$ cat src/rtl/ilop_pkg.sv
// Shared types, constants and decode functions of the instruction length and opcode predecoder.
package ilop_pkg;

   // Fixed field widths.
   localparam int BUF_BITS     = 48;
   localparam int OFS_OUT_BITS = 32;
   localparam int OPCODE_BITS  = 16;
   localparam int LEN_BITS     = 3;
   localparam int RSP_DATA_BITS = 104;

   // Defaults for the top-level parameters.
   localparam int OFFSET_BITS_DEF = 32;
   localparam int QUEUE_DEPTH_DEF = 2;

   // Instruction lengths in bytes.
   localparam logic [LEN_BITS-1:0] LEN_NONE = 3'd0;
   localparam logic [LEN_BITS-1:0] LEN_TWO  = 3'd2;
   localparam logic [LEN_BITS-1:0] LEN_FOUR = 3'd4;
   localparam logic [LEN_BITS-1:0] LEN_SIX  = 3'd6;

   // First-byte values that select an extended opcode form.
   localparam logic [7:0] FB_01 = 8'h01;
   localparam logic [7:0] FB_A5 = 8'hA5;
   localparam logic [7:0] FB_A7 = 8'hA7;
   localparam logic [7:0] FB_B2 = 8'hB2;
   localparam logic [7:0] FB_B3 = 8'hB3;
   localparam logic [7:0] FB_B9 = 8'hB9;
   localparam logic [7:0] FB_C0 = 8'hC0;
   localparam logic [7:0] FB_C2 = 8'hC2;
   localparam logic [7:0] FB_C4 = 8'hC4;
   localparam logic [7:0] FB_C6 = 8'hC6;
   localparam logic [7:0] FB_C8 = 8'hC8;
   localparam logic [7:0] FB_CC = 8'hCC;
   localparam logic [7:0] FB_E3 = 8'hE3;
   localparam logic [7:0] FB_E5 = 8'hE5;
   localparam logic [7:0] FB_E6 = 8'hE6;
   localparam logic [7:0] FB_E7 = 8'hE7;
   localparam logic [7:0] FB_EB = 8'hEB;
   localparam logic [7:0] FB_EC = 8'hEC;
   localparam logic [7:0] FB_ED = 8'hED;

   // One gathered instruction, handed from the gather stage to the decode stage.
   typedef struct packed {
      logic [BUF_BITS-1:0]     bits;
      logic [LEN_BITS-1:0]     len;
      logic [OFS_OUT_BITS-1:0] offset;
      logic                    truncated;
   } instr_type;

   // Instruction length from the high nibble of the first byte.
   function automatic logic [LEN_BITS-1:0] length_of(input logic [7:0] first);
      logic [LEN_BITS-1:0] len;
      case (first[7:4]) inside
         [4'h0:4'h3]: len = LEN_TWO;
         [4'h4:4'hB]: len = LEN_FOUR;
         default:     len = LEN_SIX;
      endcase
      return len;
   endfunction

   // Opcode extraction; the first byte and the length pick the form.
   function automatic logic [OPCODE_BITS-1:0] decode_opcode(input logic [BUF_BITS-1:0] bits,
                                                            input logic [LEN_BITS-1:0] len);
      logic [7:0]             b0;
      logic [7:0]             b1;
      logic [7:0]             b5;
      logic [OPCODE_BITS-1:0] op;
      b0 = bits[47:40];
      b1 = bits[39:32];
      b5 = bits[7:0];
      op = {8'h00, b0};
      case (len)
         LEN_SIX: begin
            case (b0) inside
               FB_E3, FB_E6, FB_E7, FB_EB, FB_EC, FB_ED: op = {b0, b5};
               FB_E5:                                    op = {b0, b1};
               FB_C0, FB_C2, FB_C4, FB_C6, FB_C8, FB_CC: op = {4'h0, b0, b1[3:0]};
               default:                                  op = {8'h00, b0};
            endcase
         end
         LEN_FOUR: begin
            case (b0) inside
               FB_B2, FB_B3, FB_B9: op = {b0, b1};
               FB_A5, FB_A7:        op = {4'h0, b0, b1[3:0]};
               default:             op = {8'h00, b0};
            endcase
         end
         default: begin
            if (b0 == FB_01) begin
               op = {b0, b1};
            end
         end
      endcase
      return op;
   endfunction

endpackage

$ cat src/rtl/instruction_length_opcode_predecoder.sv
// Top level of the instruction length and opcode predecoder.
// The block takes one machine-code byte per cycle on the req_ channel while the queue has
// room, and emits one rsp_ transaction per instruction once its last byte has arrived,
// or early with the truncated flag set when the byte marked by req_tlast ends the stream
// mid-instruction. A finished instruction is written into the queue as its last byte is
// taken; the gather stage registers partial instructions, the decode stage results, and
// a queue of QUEUE_DEPTH entries between them absorbs backpressure, so bytes keep flowing
// at one per cycle while rsp_tready is held high. After a stream end the offset counter
// and the gather state start over from zero. The offset counter is OFFSET_BITS wide and
// wraps; the result carries its low 32 bits.
module instruction_length_opcode_predecoder
   import ilop_pkg::*;
#(
   parameter int OFFSET_BITS = OFFSET_BITS_DEF,
   parameter int QUEUE_DEPTH = QUEUE_DEPTH_DEF
) (
   input  logic                     clock,
   input  logic                     reset,
   input  logic                     req_tvalid,
   output logic                     req_tready,
   input  logic [7:0]               req_tdata,  // data_byte [7:0]
   input  logic                     req_tlast,  // stream_end
   output logic                     rsp_tvalid,
   input  logic                     rsp_tready,
   // opcode_value [15:0], length_bytes [18:16], byte_offset [50:19],
   // instruction_bits [98:51], zero fill [103:99]
   output logic [RSP_DATA_BITS-1:0] rsp_tdata,
   output logic                     rsp_tuser   // truncated
);

   logic                    push_valid;
   logic                    push_ready;
   instr_type               push_data;
   logic                    pop_valid;
   logic                    pop_ready;
   instr_type               pop_data;
   logic [OPCODE_BITS-1:0]  rsp_opcode;
   logic [LEN_BITS-1:0]     rsp_len;
   logic [OFS_OUT_BITS-1:0] rsp_offset;
   logic [BUF_BITS-1:0]     rsp_bits;

   ilop_gather #(
      .OFFSET_BITS(OFFSET_BITS)
   ) u_gather (
      .clock      (clock),
      .reset      (reset),
      .in_valid   (req_tvalid),
      .in_ready   (req_tready),
      .in_byte    (req_tdata),
      .in_last    (req_tlast),
      .push_valid (push_valid),
      .push_ready (push_ready),
      .push_data  (push_data)
   );

   ilop_queue #(
      .DEPTH(QUEUE_DEPTH)
   ) u_queue (
      .clock     (clock),
      .reset     (reset),
      .in_valid  (push_valid),
      .in_ready  (push_ready),
      .in_data   (push_data),
      .out_valid (pop_valid),
      .out_ready (pop_ready),
      .out_data  (pop_data)
   );

   ilop_decode u_decode (
      .clock         (clock),
      .reset         (reset),
      .pop_valid     (pop_valid),
      .pop_ready     (pop_ready),
      .pop_data      (pop_data),
      .out_valid     (rsp_tvalid),
      .out_ready     (rsp_tready),
      .out_opcode    (rsp_opcode),
      .out_len       (rsp_len),
      .out_offset    (rsp_offset),
      .out_bits      (rsp_bits),
      .out_truncated (rsp_tuser)
   );

   // Pack the result fields, lowest field first, zero-filled to whole bytes.
   assign rsp_tdata = {5'b00000, rsp_bits, rsp_offset, rsp_len, rsp_opcode};

endmodule

$ cat src/rtl/ilop_gather.sv
// Front stage: accepts stream bytes, gathers them into instructions and tracks the offset.
module ilop_gather
   import ilop_pkg::*;
#(
   parameter int OFFSET_BITS = OFFSET_BITS_DEF
) (
   input  logic      clock,
   input  logic      reset,
   input  logic      in_valid,
   output logic      in_ready,
   input  logic [7:0] in_byte,
   input  logic      in_last,
   output logic      push_valid,
   input  logic      push_ready,
   output instr_type push_data
);

   logic [BUF_BITS-1:0]     buf_ff, buf_in;
   logic [LEN_BITS-1:0]     held_ff, held_in;
   logic [LEN_BITS-1:0]     exp_ff, exp_in;
   logic [OFFSET_BITS-1:0]  start_ff, start_in;
   logic [OFS_OUT_BITS-1:0] start_out;
   logic [BUF_BITS-1:0]     buf_new;
   logic [LEN_BITS-1:0]     held_new;
   logic [LEN_BITS-1:0]     exp_new;
   logic                    accept;
   logic                    done;

   // A byte is taken only when the queue can hold a possible finished instruction.
   assign in_ready = push_ready;
   assign accept   = in_valid && in_ready;

   // Low bits of the offset counter, zero-extended where the counter is narrow.
   generate
      if (OFFSET_BITS >= OFS_OUT_BITS) begin : g_ofs_trunc
         assign start_out = start_ff[OFS_OUT_BITS-1:0];
      end else begin : g_ofs_ext
         assign start_out = {{(OFS_OUT_BITS-OFFSET_BITS){1'b0}}, start_ff};
      end
   endgenerate

   // Insert the byte at its lane and check for a complete instruction.
   always_comb begin
      if (held_ff == 3'd0) begin
         exp_new = length_of(in_byte);
         buf_new = '0;
      end else begin
         exp_new = exp_ff;
         buf_new = buf_ff;
      end
      held_new = held_ff;
      if (held_ff < LEN_SIX) begin
         for (int i = 0; i < 6; i++) begin
            if (held_ff == LEN_BITS'(i)) begin
               buf_new[BUF_BITS-1-8*i -: 8] = in_byte;
            end
         end
         held_new = held_ff + 3'd1;
      end
      done = held_new >= exp_new;
   end

   // Finished or cut-short instruction goes to the queue.
   assign push_valid          = accept && (done || in_last);
   assign push_data.bits      = buf_new;
   assign push_data.len       = exp_new;
   assign push_data.offset    = start_out;
   assign push_data.truncated = !done;

   // Next state of the gather registers.
   always_comb begin
      buf_in   = buf_ff;
      held_in  = held_ff;
      exp_in   = exp_ff;
      start_in = start_ff;
      if (accept) begin
         if (in_last) begin
            buf_in   = '0;
            held_in  = 3'd0;
            exp_in   = LEN_NONE;
            start_in = '0;
         end else if (done) begin
            buf_in   = '0;
            held_in  = 3'd0;
            exp_in   = LEN_NONE;
            start_in = start_ff + OFFSET_BITS'(exp_new);
         end else begin
            buf_in  = buf_new;
            held_in = held_new;
            exp_in  = exp_new;
         end
      end
   end

   always_ff @(posedge clock) begin
      if (reset) begin
         buf_ff   <= '0;
         held_ff  <= 3'd0;
         exp_ff   <= LEN_NONE;
         start_ff <= '0;
      end else begin
         buf_ff   <= buf_in;
         held_ff  <= held_in;
         exp_ff   <= exp_in;
         start_ff <= start_in;
      end
   end

endmodule

$ cat src/rtl/ilop_queue.sv
// Short queue of gathered instructions between the gather and decode stages.
module ilop_queue
   import ilop_pkg::*;
#(
   parameter int DEPTH = QUEUE_DEPTH_DEF
) (
   input  logic      clock,
   input  logic      reset,
   input  logic      in_valid,
   output logic      in_ready,
   input  instr_type in_data,
   output logic      out_valid,
   input  logic      out_ready,
   output instr_type out_data
);

   localparam int PTR_BITS = (DEPTH > 1) ? $clog2(DEPTH) : 1;
   localparam int CNT_BITS = $clog2(DEPTH + 1);

   instr_type           slot_ff [DEPTH];
   logic [PTR_BITS-1:0] wr_ptr_ff, wr_ptr_in;
   logic [PTR_BITS-1:0] rd_ptr_ff, rd_ptr_in;
   logic [CNT_BITS-1:0] count_ff, count_in;
   logic                push;
   logic                pop;

   assign in_ready  = count_ff != CNT_BITS'(DEPTH);
   assign out_valid = count_ff != '0;
   assign out_data  = slot_ff[rd_ptr_ff];
   assign push      = in_valid && in_ready;
   assign pop       = out_valid && out_ready;

   // Pointer and fill-count update.
   always_comb begin
      wr_ptr_in = wr_ptr_ff;
      rd_ptr_in = rd_ptr_ff;
      count_in  = count_ff;
      if (push) begin
         wr_ptr_in = (wr_ptr_ff == PTR_BITS'(DEPTH - 1)) ? '0 : wr_ptr_ff + PTR_BITS'(1);
      end
      if (pop) begin
         rd_ptr_in = (rd_ptr_ff == PTR_BITS'(DEPTH - 1)) ? '0 : rd_ptr_ff + PTR_BITS'(1);
      end
      if (push && !pop) begin
         count_in = count_ff + CNT_BITS'(1);
      end else if (pop && !push) begin
         count_in = count_ff - CNT_BITS'(1);
      end
   end

   always_ff @(posedge clock) begin
      if (reset) begin
         wr_ptr_ff <= '0;
         rd_ptr_ff <= '0;
         count_ff  <= '0;
      end else begin
         wr_ptr_ff <= wr_ptr_in;
         rd_ptr_ff <= rd_ptr_in;
         count_ff  <= count_in;
      end
   end

   // Entry storage.
   always_ff @(posedge clock) begin
      if (push) begin
         slot_ff[wr_ptr_ff] <= in_data;
      end
   end

endmodule

$ cat src/rtl/ilop_decode.sv
// Back stage: extracts the opcode and holds the result transaction in the output register.
module ilop_decode
   import ilop_pkg::*;
(
   input  logic                     clock,
   input  logic                     reset,
   input  logic                     pop_valid,
   output logic                     pop_ready,
   input  instr_type                pop_data,
   output logic                     out_valid,
   input  logic                     out_ready,
   output logic [OPCODE_BITS-1:0]   out_opcode,
   output logic [LEN_BITS-1:0]      out_len,
   output logic [OFS_OUT_BITS-1:0]  out_offset,
   output logic [BUF_BITS-1:0]      out_bits,
   output logic                     out_truncated
);

   logic                    valid_ff, valid_in;
   logic [OPCODE_BITS-1:0]  opcode_ff;
   logic [LEN_BITS-1:0]     len_ff;
   logic [OFS_OUT_BITS-1:0] offset_ff;
   logic [BUF_BITS-1:0]     bits_ff;
   logic                    trunc_ff;
   logic                    load;

   // The output register takes a new entry when empty or being drained.
   assign pop_ready = !valid_ff || out_ready;
   assign load      = pop_valid && pop_ready;

   always_comb begin
      valid_in = valid_ff;
      if (load) begin
         valid_in = 1'b1;
      end else if (out_ready) begin
         valid_in = 1'b0;
      end
   end

   always_ff @(posedge clock) begin
      if (reset) begin
         valid_ff <= 1'b0;
      end else begin
         valid_ff <= valid_in;
      end
   end

   // Result payload.
   always_ff @(posedge clock) begin
      if (load) begin
         opcode_ff <= decode_opcode(pop_data.bits, pop_data.len);
         len_ff    <= pop_data.len;
         offset_ff <= pop_data.offset;
         bits_ff   <= pop_data.bits;
         trunc_ff  <= pop_data.truncated;
      end
   end

   assign out_valid     = valid_ff;
   assign out_opcode    = opcode_ff;
   assign out_len       = len_ff;
   assign out_offset    = offset_ff;
   assign out_bits      = bits_ff;
   assign out_truncated = trunc_ff;

endmodule

$ cat config.mk
export PLATFORM = sky130hd
export DESIGN_NAME = instruction_length_opcode_predecoder
export DESIGN_NICKNAME = d
export VERILOG_FILES = /design/src/rtl/ilop_pkg.sv /design/src/rtl/instruction_length_opcode_predecoder.sv /design/src/rtl/ilop_gather.sv /design/src/rtl/ilop_queue.sv /design/src/rtl/ilop_decode.sv
export SDC_FILE = /design/constraint.sdc
export NUM_CORES = 1
export LEC_CHECK = 0
export ABC_AREA = 1
export ABC_CLOCK_PERIOD_IN_PS = 7300
export BUFFER_PORTS_ARGS = -buffer_cell sky130_fd_sc_hd__clkbuf_2
export CORE_MARGIN = 3
export CORE_UTILIZATION = 45
export CTS_CLUSTER_SIZE = 24
export DETAILED_ROUTE_END_ITERATION = 8
export SLEW_MARGIN = 20
export SYNTH_ARGS = -nofsm -noshare
export SYNTH_HDL_FRONTEND = slang
export SYNTH_HIERARCHICAL = 1
export SYNTH_SLANG_ARGS = --single-unit
$ cat constraint.sdc
create_clock -name clock -period 7.3 [get_ports clock]
set_clock_uncertainty 0.05 [all_clocks]
set_input_delay 0.365 -clock clock [delete_from_list [all_inputs] [get_ports clock]]
set_output_delay 0.365 -clock clock [all_outputs]
set_load 0.01 [all_outputs]
==> summary.txt <==
Final Setup Violations - 0
WP data required - 7.38 ns
commonest non-fill, non-tap cell in the layout - edfxtp_1
P per Cell Area - 407.4 nW/um2
Synth Register Bits - 360
Num CTS Buffers - 39
Setup Fix Bufs, Post-CTS - 0
Setup TNS - 0 ns
antenna violations before repair - 0
Overflow after GRT - 0
Post-synth EDFFs - 268
vias in the first global route - 8958
status - finished, final reports clean
R2R depth - 16
non-filler cells, final - 1892
Hold EP - u_queue/slot_ff[0][76]$_DFFE_PP_
post-synth cell types - 45
biggest area consumer among synthesized cells - edfxtp_1
Clk Latency, worst-skew pair - 0.51 ns
ys async rst share - 0%
Setup Crit Path Kind - register to register
Worst EP arrival - 4.30 ns
RR Startpoint - u_gather/held_ff[1]$_SDFFE_PP0P_
Slew headroom - 32.25%
core box area - 33950 um2
full die area - 37130 um2
fin util - 52.50%
Synth-to-Final Area Change - 13.66%
most frequent cells in the layout - 268 x edfxtp_1, 177 x nand2_1, 168 x nor2_1
nets - 1441
Worst Hold Slack - 0.1844 ns
# Max-Cap Violations - 0
Hold Vio Cnt, Final - 0
wire per inst - 16.88 um
Fmax - 236.7 MHz
crit share post-route - 57.88%
gr usage total - 17.33%
hold path depth - 3
actual slew at the worst max-slew pin - 1.016 ns
sequential area share after synthesis - 63.06%
RR Endpoint - u_queue/slot_ff[0][22]$_DFFE_PP_
clock-pin transition on the worst setup and hold timing paths - 0.06 ns
area of the multi-input gates - 5027 um2
DRT Pass-1 Iters - 5
Hold Crit Class - primary input to register
Die X - 192.7 um
top_reg_cell synth - edfxtp_1
CTS tree - built
post-synth top area share - 51.32%
LEAKAGE - 6.757 nW
critical path peak fanout - 84
# port buffers - 114
placed cells - 1821
FF/Latch Area - 9893 um2
CTS sink count - 360
CP startpoint - u_gather/held_ff[1]$_SDFFE_PP0P_
RePlAce Congestion - 0.8378
R2R setup slack - 3.07 ns
Via density - 5.119
Ys Warns - 6
Starting Density - 46.19%
total wire length - 31940 um
drt initial violations - 691
Final min period - 4.226 ns
syn avg cell area - 12.05 um2
Vias - 9685
cells after synthesis - 1301
synthesized cell area - 15680 um2
pin count of the biggest net entering global routing - 85
post-route ant nets - 0
Clock Path Buffers - 3
worst vdd ir - 0.0003587 V
crit path capture type - register
diode count - 0
most area-consuming cells after synthesis - edfxtp_1 51%, dfxtp_1 12%, mux2_4 5.7%
RSZ-0062 raised after global routing - no
CTS resizes - 0
Root Buffer Master - clkbuf_16
fillers - 2938
share of layout cells above drive strength 1 - 27.29%
Rows - 67
DRC violations left - 0
H-tree levels - 2
Hold Buf Count CTS - 0
Startpoint Class - register
first-pass GRT wire length - 50700 um
I/O pin cnt - 120
worst hold path startpoint - req_tdata[0]
DP Wirelength - 20340 um
max-slew violation count - 0
die height - 192.7 um
-- power by group --
group	internal, W	switching [W]	leakage (nW)
Sequential	0.00297	0.000216	3.30
Clock	0.00124	0.000754	0.649
Combinational	0.000749	0.00133	2.81
-- per-stage QoR --
stage	area (um2)	power, W	worst slack [ns]
6_report	17820	0.007262	3.074
4_1_cts	17820	0.007366	3.031
3_3_place_gp	16500	0.005303	2.929
5_1_grt	17820	0.007693	2.708
3_5_place_dp	16510	0.005334	3.067
2_1_floorplan	15700	0.004793	0.6995
-- registers in the layout, indices dropped and copies added, names as in the netlist, named ones only --
signal,flops
u_queue/slot_ff,168
u_decode/out_offset,32
u_queue/rd_ptr_ff,1
u_decode/out_valid,1
u_queue/count_ff,2
u_decode/out_truncated,1
u_gather/buf_ff,48
u_queue/wr_ptr_ff,1
u_decode/out_opcode,16
u_decode/out_len,3
u_gather/held_ff,3
u_gather/exp_ff,3
u_decode/out_bits,48
u_gather/start_ff,32
-- cell families after synthesis --
group | share of synthesized area (%)
adder cells (fa/ha/maj) | 1.165
XOR/XNOR | 0.05586
flip-flops | 63.06
AO/OA/AOI/OAI | 6.614
multiplexers | 7.468
buffers and inverters | 5.162
AND/OR/NAND/NOR | 16.45
other | 0.02391
-- final cells by class --
| class | count | area share, % |
|---|---|---|
| clock buffer | 49 | 5.981 |
| clock inverter | 22 | 1.404 |
| inverter | 99 | 2.141 |
| multi-input combinational | 791 | 28.20 |
| sequential | 360 | 55.50 |
| tap | 448 | 3.145 |
| timing repair buffer | 123 | 3.622 |
-- layer usage --
metal / vias to the layer above / GRT usage [%] / wire [um]
li1: 4755 / - / -
met1: 4649 / 26.67 / 15800
met2: 247 / 25.69 / 13930
met3: 34 / 2.779 / 1678
met4: 0 / 4.175 / 522
met5: - / 0 / 0
-- cell usage after synthesis, types with 3 or more instances --
cell type	instances
a21oi_1	41
buf_2	19
o21ai_2	34
o22ai_1	8
o21ai_0	79
nor3_2	32
nand3_1	51
nor2_2	8
o211ai_1	3
dfxtp_1	92
buf_6	10
clkbuf_1	12
nand3_2	31
inv_1	94
nand3b_1	5
mux2_2	24
mux2_4	60
ha_1	13
nand2_1	178
nor3_1	3
nand2_4	3
nor2_1	170
o21ai_1	3
edfxtp_1	268
nor3b_1	4
buf_4	8
buf_12	5
nand2_2	6
inv_2	3
nand4_1	15
-- worst max-delay path, cell delays in order (launching register included) --
cell	delay, ns
dfxtp_1	0.37
inv_1	0.21
ha_1	0.23
inv_1	0.09
nor2_4	0.35
inv_8	0.20
o21ai_2	0.32
inv_1	0.12
ha_1	0.32
nand3_1	0.09
nand4_1	0.12
nand2_1	0.06
buf_4	0.25
inv_2	0.09
nand2_1	0.15
nor2_4	0.13
buf_6	0.66
-- how the worst max path moves through the flow --
stage	to	slack, ns	cells after the start
2_1_floorplan	u_queue/slot_ff[0][0]$_DFFE_PP_	0.70	15
3_3_place_gp	u_queue/slot_ff[0][67]$_DFFE_PP_	2.93	16
3_5_place_dp	u_queue/slot_ff[0][66]$_DFFE_PP_	3.07	16
4_1_cts	u_queue/slot_ff[0][22]$_DFFE_PP_	3.03	16
5_1_grt	u_queue/slot_ff[1][70]$_DFFE_PP_	2.71	16
6_report	u_queue/slot_ff[0][22]$_DFFE_PP_	3.07	16
Power figures use the tool's default switching activity.
